<file path="src/hw/rtl/ipfrt_pkg.sv">
// Shared types and codes for the IP fragment reassembly tracker.
// No dependencies; used by the tracker top level and its testbench.
`timescale 1ns / 1ps
package ipfrt_pkg;

   typedef enum logic [2:0] {
      ST_SUCCESS   = 3'd0,
      ST_COMPLETE  = 3'd1,
      ST_DUPLICATE = 3'd2,
      ST_INVALID   = 3'd3,
      ST_NO_MEMORY = 3'd4
   } status_type;

   typedef enum logic [2:0] {
      FSM_IDLE,
      FSM_SCAN_RD,
      FSM_SCAN_CHK,
      FSM_CHECK,
      FSM_SH_RD,
      FSM_SH_WR,
      FSM_INSERT,
      FSM_FINISH
   } fsm_type;

   typedef struct packed {
      logic [31:0] header_handle;
      logic [15:0] header_len;
      logic [31:0] packet_id;
      logic [63:0] arrival_time;
      logic [15:0] frag_offset;
      logic [31:0] payload_handle;
      logic [15:0] payload_len;
      logic        is_final;
   } req_type;

   typedef struct packed {
      status_type  status;
      logic [6:0]  fragment_count;
      logic [15:0] total_length;
      logic [5:0]  slot_position;
      logic [31:0] saved_id;
      logic [63:0] saved_time;
   } rsp_type;

   // One stored fragment extent: 33 bits
   typedef struct packed {
      logic        fin;
      logic [15:0] len;
      logic [15:0] off;
   } extent_type;

   localparam int unsigned ExtentWidth = $bits(extent_type);
   localparam int unsigned HandleWidth = 32;

endpackage

</file>
<file path="src/hw/rtl/ip_fragment_reassembly_tracker_unit.sv">
// Top level of the IP fragment reassembly tracker.
// Depends on ipfrt_pkg and ipfrt_ram.
//
// Usage: drive req with one fragment descriptor and pulse start while busy is
// low; the beat is taken at that edge and busy rises. When the work ends, rsp
// carries one result for exactly one cycle, marked by rsp_strobe, and busy
// drops in that same cycle. The receiver cannot stall; the result must be
// captured on the strobe cycle.
// In operation, the downward scan reads and compares one stored entry at a
// time; a scan that passes, or reaches the bottom of the table, leads to the
// size and room check; a stored fragment then shifts each entry at or above
// its slot up by one, opens the slot and writes it. Every path ends in the
// finish step that issues the result; a fragment rejected by the scan or the
// check goes straight there. Each fragment memory has one read port, visited
// once per entry in both passes. One fragment is in flight at a time.
// csr_wr_en/csr_wr_data write packet_limit; write only while busy is low.
// Reset clears the fragment count, the length sum and the saved header state;
// packet_limit returns to 65535. Table memories need no clearing since only
// entries below the fragment count are ever read.
`timescale 1ns / 1ps
module ip_fragment_reassembly_tracker_unit #(
   parameter int unsigned TABLE_DEPTH = 64
) (
   input  logic              clock,
   input  logic              reset,
   input  logic              start,
   output logic              busy,
   input  ipfrt_pkg::req_type req,
   output logic              rsp_strobe,
   output ipfrt_pkg::rsp_type rsp,
   input  logic              csr_wr_en,
   input  logic [15:0]       csr_wr_data
);

   localparam int unsigned AW = $clog2(TABLE_DEPTH);
   localparam int unsigned CW = $clog2(TABLE_DEPTH + 1);
   localparam logic [CW-1:0] FullCount = CW'(TABLE_DEPTH);
   localparam logic [CW-1:0] OneCount  = CW'(1);

   ipfrt_pkg::fsm_type    state_ff, state_in;
   ipfrt_pkg::req_type    req_ff, req_in;
   ipfrt_pkg::status_type status_ff, status_in;
   ipfrt_pkg::extent_type top_ff, top_in, cur, new_ext;
   logic                  accepted_ff, accepted_in;
   logic [CW-1:0]         used_ff, used_in;
   logic [CW-1:0]         idx_ff, idx_in;
   logic [CW-1:0]         sp_ff, sp_in;
   logic [15:0]           lsum_ff, lsum_in;
   logic [15:0]           limit_ff;
   logic [15:0]           shlen_ff, shlen_in;
   logic [31:0]           shandle_ff, shandle_in;
   logic [31:0]           sid_ff, sid_in;
   logic [63:0]           stime_ff, stime_in;
   logic                  rsp_strobe_ff, rsp_strobe_in;
   ipfrt_pkg::rsp_type    rsp_ff, rsp_in;

   // Memory ports
   logic                  mem_rd_en, mem_wr_en;
   logic [AW-1:0]         mem_rd_addr, mem_wr_addr;
   logic [ipfrt_pkg::ExtentWidth-1:0] ext_wr_data, ext_rd_data;
   logic [ipfrt_pkg::HandleWidth-1:0] hdl_wr_data, hdl_rd_data;

   // Arithmetic helpers
   logic [16:0]   cur_end, new_end, top_end;
   logic [15:0]   hdr_len;
   logic [17:0]   size_sum;
   logic [CW-1:0] ptr_m1;
   logic [CW+6:0] count_ext;
   logic [CW+5:0] slot_ext;

   ipfrt_ram #(.WIDTH(ipfrt_pkg::ExtentWidth), .DEPTH(TABLE_DEPTH)) u_ext_ram (
      .clock   (clock),
      .wr_en   (mem_wr_en),
      .wr_addr (mem_wr_addr),
      .wr_data (ext_wr_data),
      .rd_en   (mem_rd_en),
      .rd_addr (mem_rd_addr),
      .rd_data (ext_rd_data)
   );

   ipfrt_ram #(.WIDTH(ipfrt_pkg::HandleWidth), .DEPTH(TABLE_DEPTH)) u_hdl_ram (
      .clock   (clock),
      .wr_en   (mem_wr_en),
      .wr_addr (mem_wr_addr),
      .wr_data (hdl_wr_data),
      .rd_en   (mem_rd_en),
      .rd_addr (mem_rd_addr),
      .rd_data (hdl_rd_data)
   );

   assign cur      = ipfrt_pkg::extent_type'(ext_rd_data);
   assign new_ext  = '{fin: req_ff.is_final, len: req_ff.payload_len, off: req_ff.frag_offset};
   assign cur_end  = {1'b0, cur.off} + {1'b0, cur.len};
   assign new_end  = {1'b0, req_ff.frag_offset} + {1'b0, req_ff.payload_len};
   assign top_end  = {1'b0, top_ff.off} + {1'b0, top_ff.len};
   assign hdr_len  = (shlen_ff != 16'd0) ? shlen_ff : req_ff.header_len;
   assign size_sum = {2'b00, hdr_len} + {2'b00, lsum_ff} + {2'b00, req_ff.payload_len};

   // Control registers
   always_ff @(posedge clock) begin
      if (reset) begin
         state_ff      <= ipfrt_pkg::FSM_IDLE;
         used_ff       <= '0;
         lsum_ff       <= '0;
         limit_ff      <= 16'hFFFF;
         shlen_ff      <= '0;
         shandle_ff    <= '0;
         sid_ff        <= '0;
         stime_ff      <= '0;
         rsp_strobe_ff <= 1'b0;
      end else begin
         state_ff      <= state_in;
         used_ff       <= used_in;
         lsum_ff       <= lsum_in;
         shlen_ff      <= shlen_in;
         shandle_ff    <= shandle_in;
         sid_ff        <= sid_in;
         stime_ff      <= stime_in;
         rsp_strobe_ff <= rsp_strobe_in;
         if (csr_wr_en) begin
            limit_ff <= csr_wr_data;
         end
      end
   end

   // Payload registers
   always_ff @(posedge clock) begin
      req_ff      <= req_in;
      status_ff   <= status_in;
      top_ff      <= top_in;
      accepted_ff <= accepted_in;
      idx_ff      <= idx_in;
      sp_ff       <= sp_in;
      rsp_ff      <= rsp_in;
   end

   // Next state, table walk and result
   always_comb begin
      state_in      = state_ff;
      req_in        = req_ff;
      status_in     = status_ff;
      top_in        = top_ff;
      accepted_in   = accepted_ff;
      used_in       = used_ff;
      idx_in        = idx_ff;
      sp_in         = sp_ff;
      lsum_in       = lsum_ff;
      shlen_in      = shlen_ff;
      shandle_in    = shandle_ff;
      sid_in        = sid_ff;
      stime_in      = stime_ff;
      rsp_strobe_in = 1'b0;
      rsp_in        = rsp_ff;
      mem_rd_en     = 1'b0;
      mem_wr_en     = 1'b0;
      ptr_m1        = '0;
      mem_rd_addr   = '0;
      mem_wr_addr   = '0;
      ext_wr_data   = ext_rd_data;
      hdl_wr_data   = hdl_rd_data;
      count_ext     = '0;
      slot_ext      = '0;

      unique case (state_ff)
         ipfrt_pkg::FSM_IDLE: begin
            if (start) begin
               req_in      = req;
               idx_in      = used_ff;
               accepted_in = 1'b0;
               state_in    = ipfrt_pkg::FSM_SCAN_RD;
            end
         end
         ipfrt_pkg::FSM_SCAN_RD: begin
            // Read the entry just below the candidate slot
            if (idx_ff == '0) begin
               state_in = ipfrt_pkg::FSM_CHECK;
            end else begin
               ptr_m1      = idx_ff - OneCount;
               mem_rd_en   = 1'b1;
               mem_rd_addr = ptr_m1[AW-1:0];
               state_in    = ipfrt_pkg::FSM_SCAN_CHK;
            end
         end
         ipfrt_pkg::FSM_SCAN_CHK: begin
            // Place the new fragment against the stored one
            if (req_ff.frag_offset > cur.off) begin
               if (!cur.fin && cur_end <= {1'b0, req_ff.frag_offset}) begin
                  state_in = ipfrt_pkg::FSM_CHECK;
               end else begin
                  status_in = ipfrt_pkg::ST_INVALID;
                  state_in  = ipfrt_pkg::FSM_FINISH;
               end
            end else if (req_ff.frag_offset < cur.off) begin
               if (!req_ff.is_final && new_end <= {1'b0, cur.off}) begin
                  idx_in   = idx_ff - OneCount;
                  state_in = ipfrt_pkg::FSM_SCAN_RD;
               end else begin
                  status_in = ipfrt_pkg::ST_INVALID;
                  state_in  = ipfrt_pkg::FSM_FINISH;
               end
            end else begin
               status_in = (req_ff.payload_len == cur.len && req_ff.is_final == cur.fin) ?
                           ipfrt_pkg::ST_DUPLICATE : ipfrt_pkg::ST_INVALID;
               state_in  = ipfrt_pkg::FSM_FINISH;
            end
         end
         ipfrt_pkg::FSM_CHECK: begin
            // Size limit, then room in the table
            if (size_sum > {2'b00, limit_ff}) begin
               status_in = ipfrt_pkg::ST_INVALID;
               state_in  = ipfrt_pkg::FSM_FINISH;
            end else if (used_ff == FullCount) begin
               status_in = ipfrt_pkg::ST_NO_MEMORY;
               state_in  = ipfrt_pkg::FSM_FINISH;
            end else begin
               accepted_in = 1'b1;
               if (req_ff.frag_offset == 16'd0) begin
                  shandle_in = req_ff.header_handle;
                  shlen_in   = req_ff.header_len;
                  sid_in     = req_ff.packet_id;
                  stime_in   = req_ff.arrival_time;
               end else if (used_ff == '0) begin
                  sid_in   = req_ff.packet_id;
                  stime_in = req_ff.arrival_time;
               end
               sp_in    = used_ff;
               state_in = ipfrt_pkg::FSM_SH_RD;
            end
         end
         ipfrt_pkg::FSM_SH_RD: begin
            // Fetch the next entry to move up, or open the slot
            if (sp_ff > idx_ff) begin
               ptr_m1      = sp_ff - OneCount;
               mem_rd_en   = 1'b1;
               mem_rd_addr = ptr_m1[AW-1:0];
               state_in    = ipfrt_pkg::FSM_SH_WR;
            end else begin
               state_in = ipfrt_pkg::FSM_INSERT;
            end
         end
         ipfrt_pkg::FSM_SH_WR: begin
            mem_wr_en   = 1'b1;
            mem_wr_addr = sp_ff[AW-1:0];
            sp_in       = sp_ff - OneCount;
            state_in    = ipfrt_pkg::FSM_SH_RD;
         end
         ipfrt_pkg::FSM_INSERT: begin
            mem_wr_en   = 1'b1;
            mem_wr_addr = idx_ff[AW-1:0];
            ext_wr_data = new_ext;
            hdl_wr_data = req_ff.payload_handle;
            if (idx_ff == used_ff) begin
               top_in = new_ext;
            end
            used_in  = used_ff + OneCount;
            lsum_in  = lsum_ff + req_ff.payload_len;
            state_in = ipfrt_pkg::FSM_FINISH;
         end
         ipfrt_pkg::FSM_FINISH: begin
            // Issue the result beat
            count_ext = {7'd0, used_ff};
            slot_ext  = {6'd0, idx_ff};
            rsp_in.fragment_count = count_ext[6:0];
            rsp_in.total_length   = lsum_ff;
            rsp_in.saved_id       = sid_ff;
            rsp_in.saved_time     = stime_ff;
            if (accepted_ff) begin
               rsp_in.slot_position = slot_ext[5:0];
               rsp_in.status = (!top_ff.fin || {1'b0, lsum_ff} < top_end) ?
                               ipfrt_pkg::ST_SUCCESS : ipfrt_pkg::ST_COMPLETE;
            end else begin
               rsp_in.slot_position = 6'd0;
               rsp_in.status        = status_ff;
            end
            rsp_strobe_in = 1'b1;
            state_in      = ipfrt_pkg::FSM_IDLE;
         end
         default: begin
            state_in = ipfrt_pkg::FSM_IDLE;
         end
      endcase
   end

   assign busy       = (state_ff != ipfrt_pkg::FSM_IDLE);
   assign rsp_strobe = rsp_strobe_ff;
   assign rsp        = rsp_ff;

   // Table never holds more than its depth
   assert property (@(posedge clock) disable iff (reset) used_ff <= FullCount)
      else $error("fragment count exceeds table depth");

   // An accepted beat keeps the block busy in the next cycle
   assert property (@(posedge clock) disable iff (reset) (start && !busy) |=> busy)
      else $error("start beat not taken");

   // An insertion result always reports a non-empty table
   assert property (@(posedge clock) disable iff (reset)
      (rsp_strobe && (rsp.status == ipfrt_pkg::ST_SUCCESS ||
                      rsp.status == ipfrt_pkg::ST_COMPLETE)) |-> (used_ff != '0))
      else $error("insert result with empty table");

   // A result beat appears only as the walk ends
   assert property (@(posedge clock) disable iff (reset)
      rsp_strobe |-> $past(state_ff == ipfrt_pkg::FSM_FINISH))
      else $error("result beat without finish");

endmodule

</file>
<file path="src/hw/rtl/ipfrt_ram.sv">
// Single-port-write, single-port-read synchronous RAM with registered read data.
// No dependencies.
`timescale 1ns / 1ps
module ipfrt_ram #(
   parameter int unsigned WIDTH = 33,
   parameter int unsigned DEPTH = 64
) (
   input  logic                     clock,
   input  logic                     wr_en,
   input  logic [$clog2(DEPTH)-1:0] wr_addr,
   input  logic [WIDTH-1:0]         wr_data,
   input  logic                     rd_en,
   input  logic [$clog2(DEPTH)-1:0] rd_addr,
   output logic [WIDTH-1:0]         rd_data
);

   logic [WIDTH-1:0] mem [DEPTH];
   logic [WIDTH-1:0] rd_data_ff;

   // Write one entry
   always_ff @(posedge clock) begin
      if (wr_en) begin
         mem[wr_addr] <= wr_data;
      end
   end

   // Register read data
   always_ff @(posedge clock) begin
      if (rd_en) begin
         rd_data_ff <= mem[rd_addr];
      end
   end

   assign rd_data = rd_data_ff;

endmodule

</file>
<file path="config.mk">
export PLATFORM = sky130hd
export DESIGN_NAME = ip_fragment_reassembly_tracker_unit
export DESIGN_NICKNAME = d
export VERILOG_FILES = /design/src/hw/rtl/ipfrt_pkg.sv /design/src/hw/rtl/ip_fragment_reassembly_tracker_unit.sv /design/src/hw/rtl/ipfrt_ram.sv
export SDC_FILE = /design/constraint.sdc
export NUM_CORES = 2
export LEC_CHECK = 0
export BUFFER_PORTS_ARGS = -buffer_cell sky130_fd_sc_hd__buf_2
export CORE_MARGIN = 3
export CORE_UTILIZATION = 56
export CTS_CLUSTER_SIZE = 28
export DETAILED_ROUTE_END_ITERATION = 16
export MAX_ROUTING_LAYER = met4
export PLACE_DENSITY_LB_ADDON = 0.12
export SETUP_SLACK_MARGIN = 0.15
export SYNTH_ARGS = -nofsm -noshare
export SYNTH_HDL_FRONTEND = slang
export SYNTH_HIERARCHICAL = 1
export SYNTH_SLANG_ARGS = --single-unit
export TNS_END_PERCENT = 20
</file>
<file path="constraint.sdc">
create_clock -name clock -period 6 [get_ports clock]
set_input_delay 0.6 -clock clock [delete_from_list [all_inputs] [get_ports clock]]
set_output_delay 0.6 -clock clock [all_outputs]
set_load 0.1 [all_outputs]
</file>
==> metrics.txt <==
Place WS 38.5 ps; cts bufs inserted between 200 and 300; DRC Markers 0; NetSw 19.6 mW; Peak supply drop 0.000349 V; Post-layout nets between 6000 and 7000; FF-to-FF Start shlen_ff[13]; Seq/Total Area, Yosys 73.8%; CTS tree done; RSZ-0062 raised after global routing no; fin cells approximately 9000; Primary FF master, synth edfxtp_1; DRT Pass-1 Iters 6; die area roughly 0.19 sq mm; most common cell after layout, fill and taps aside edfxtp_1; CTS root buf clkbuf_16; largest cells by area after synthesis edfxtp_1 71%, mux4_2 10%, dfxtp_1 3.0%; fin. max-slew vios 0; Post-synth EDFFs 2469; worst min path class input port to register; CP endpoint kind register; HP Start reset; critical path class register to register; RePlAce Congestion approximately 0.93; chip width around 440 um; Max FO, Critical Path 21; area leader, netlist edfxtp_1; placed cells around 8400; Post-Route WL 275 mm; worst path required time slightly below 7000 ps; crit path DAT about 6400 ps; initial antenna violation count 22; Antenna Nets Post-Route 0; DR vias/cell between 6 and 7; Final Cycle Share between 90% and 100%; first-pass GRT wire length 397 mm; vias 57600; Setup WS post-layout between 400 and 500 ps; Worst Tran Pin Value 1300 ps; GRT Total Usage between 20% and 30%; Max clock buf depth 4; die height around 440 um; hold_ws about 220 ps; Hold Violations, Final 0; asr flop ratio synth 0%; Avg Cell Area, Syn 18.6 sq um; Net Sw Frac 33.1%; Internal roughly 40 mW; Max Clock Freq 179 MHz; Comb pwr share 31.9%; Worst Skew just under 70 ps; DP HPWL about 170 mm; register bit total from synthesis about 2600; TNS Setup 0 ps; share of power burned in the clock network a little over a quarter; clock-pin slew on the worst setup and hold paths about 60 ps; num rows about 160; share of layout cells above drive strength 1 24.3%; Leak approximately 40 nW; DRT iter0 DRCs 6886; largest net degree at the start of global routing 241; minimum clock period 5580 ps; worst skew pair latency ~940 ps; max-cap violations 0; crit path launch shlen_ff[13]; clock sink total approximately 2600; Setup Viol. Count Final 0; routed len/inst 30.4 um; top cell type's share of synthesized area a little under three quarters; startpoint type of the worst setup path register; reg2reg path depth 24; CTS HTree Levels 5; sequential power share between 40% and 50%; Final Power about 59 mW; Slew HR a little over an eighth; YS warnings 6; Filler cells around 12000; PwrDens 488 mW/mm^2; net count after synthesis 6044; status completed; Post-Syn Instances 5624; Core Region ~0.18 sq mm; hold depth 3; Distinct cells, synth between 70 and 80; vias in the first global route about 57000; initial core utilization 56.7%; most frequent cells in the layout 2469 x edfxtp_1, 485 x mux4_2, 471 x nand2_1, 294 x buf_2, 289 x clkbuf_16; Cell Area, Synth ~0.10 sq mm; global route total overflow 0; Ports around 360; area delta synth->final 15.9%; PortBufs between 200 and 300
area by class of cell:
type | instances | area [sq um] | area share (%)
Inverter | 95 | 367 | 0.303
Multi-Input combinational cell | 2625 | 26400 | 21.8
Antenna cell | 35 | 87.6 | 0.0723
Timing Repair Buffer | 737 | 5610 | 4.63
Clock inverter | 121 | 872 | 0.720
Clock buffer | 346 | 7550 | 6.23
Tap cell | 2464 | 3080 | 2.54
Sequential cell | 2624 | 77200 | 63.7
per-stage QoR:
| step | util (%) | instance area [sq um] |
|---|---|---|
| detailed placement | 60.1 | 111000 |
| finish | 65.7 | 121000 |
| CTS | 65.5 | 121000 |
| floorplan | - | 105000 |
| global placement | 60.1 | 111000 |
| global route | 65.7 | 121000 |
cells in the mapped netlist (67+ instances only):
cell type,n
edfxtp_1,2469
nand2_1,488
mux4_2,485
mux2i_1,209
ha_1,170
dfxtp_1,155
nor2_1,155
clkbuf_1,150
nand3_1,118
a21oi_1,96
inv_1,93
o21ai_0,81
a22oi_1,77
o22ai_1,71
nand4_1,67
sequential cells by signal (all words and copies together) (netlist names), 7 cells and up:
name,flops
new_ext,33
lsum_ff,16
u_ext_ram/mem,2112
idx_ff,7
stime_ff,64
req_ff,112
used_ff,7
u_ext_ram/rd_data,33
limit_ff,16
rsp,128
top_ff,33
sid_ff,32
sp_ff,7
shlen_ff,16
power groups by stage:
stage	combinational, mW	sequential (mW)	clock [mW]
2_1_floorplan	11.4	24.7	0
3_3_place_gp	18.2	24.5	0
3_5_place_dp	18.5	24.5	0
4_1_cts	18.7	24.1	16.4
5_1_grt	20.1	24.2	17.1
6_report	18.9	24.1	16.1
kinds of logic (layout without fill, tap and decap cells):
group                      count (synthesis)  in the layout  share of synthesized area (%)
AOI/OAI and AO/OA                        616            616                           4.13
xor gates and xnor gates                  90             90                          0.754
adders and majority gates                191            191                           2.44
buffers and inverters                    375           1299                           1.82
DFF                                     2624           2624                           73.8
muxes                                    700            700                           12.5
other                                      0             35                              0
and+or+nand+nor                         1028           1028                           4.50
metal layers:
layer,vias to the layer above,share of wire [%],global-route usage (%),wire length (um)
met2,3001,46,43.7,127000
met1,29900,40,41.8,110000
li1,24200,-,-,-
met3,496,10,5.51,27500
met4,0,3.9,10.7,10700
met5,-,0,-,0
path summary, 6_finish.rpt:
path | endpoint | slack (ps)
hold / removal | lsum_ff[3] | 220
hold reg to reg | rsp[82] | 400
setup reg to reg | sid_ff[27] | 420
setup / recovery | sid_ff[27] | 420
worst max-delay path, cell delays in order, from the launching register on:
cell	delay (ps)
dfxtp_1	350
nor4_4	310
and4_4	300
buf_6	160
a21o_1	140
fa_1	420
ha_1	330
buf_4	160
a21oi_1	150
o22ai_1	140
o211ai_1	300
o21ai_0	160
o21ai_0	190
nand2b_1	100
xor2_1	160
ha_1	300
a21oi_1	150
a21boi_0	170
a2111oi_4	400
o211ai_4	160
nor4_4	180
buf_4	170
buf_12	150
buf_12	200
mux2i_1	230
timing repair:
item,CTS,global route
setup endpoints to repair,92,125
pin swaps,0,8
setup buffers,0,9
gates cloned,0,2
resized for setup,3,11
hold buffers,161,0
endpoints found under the hold margin,161,0
Power figures use the tool's default switching activity.
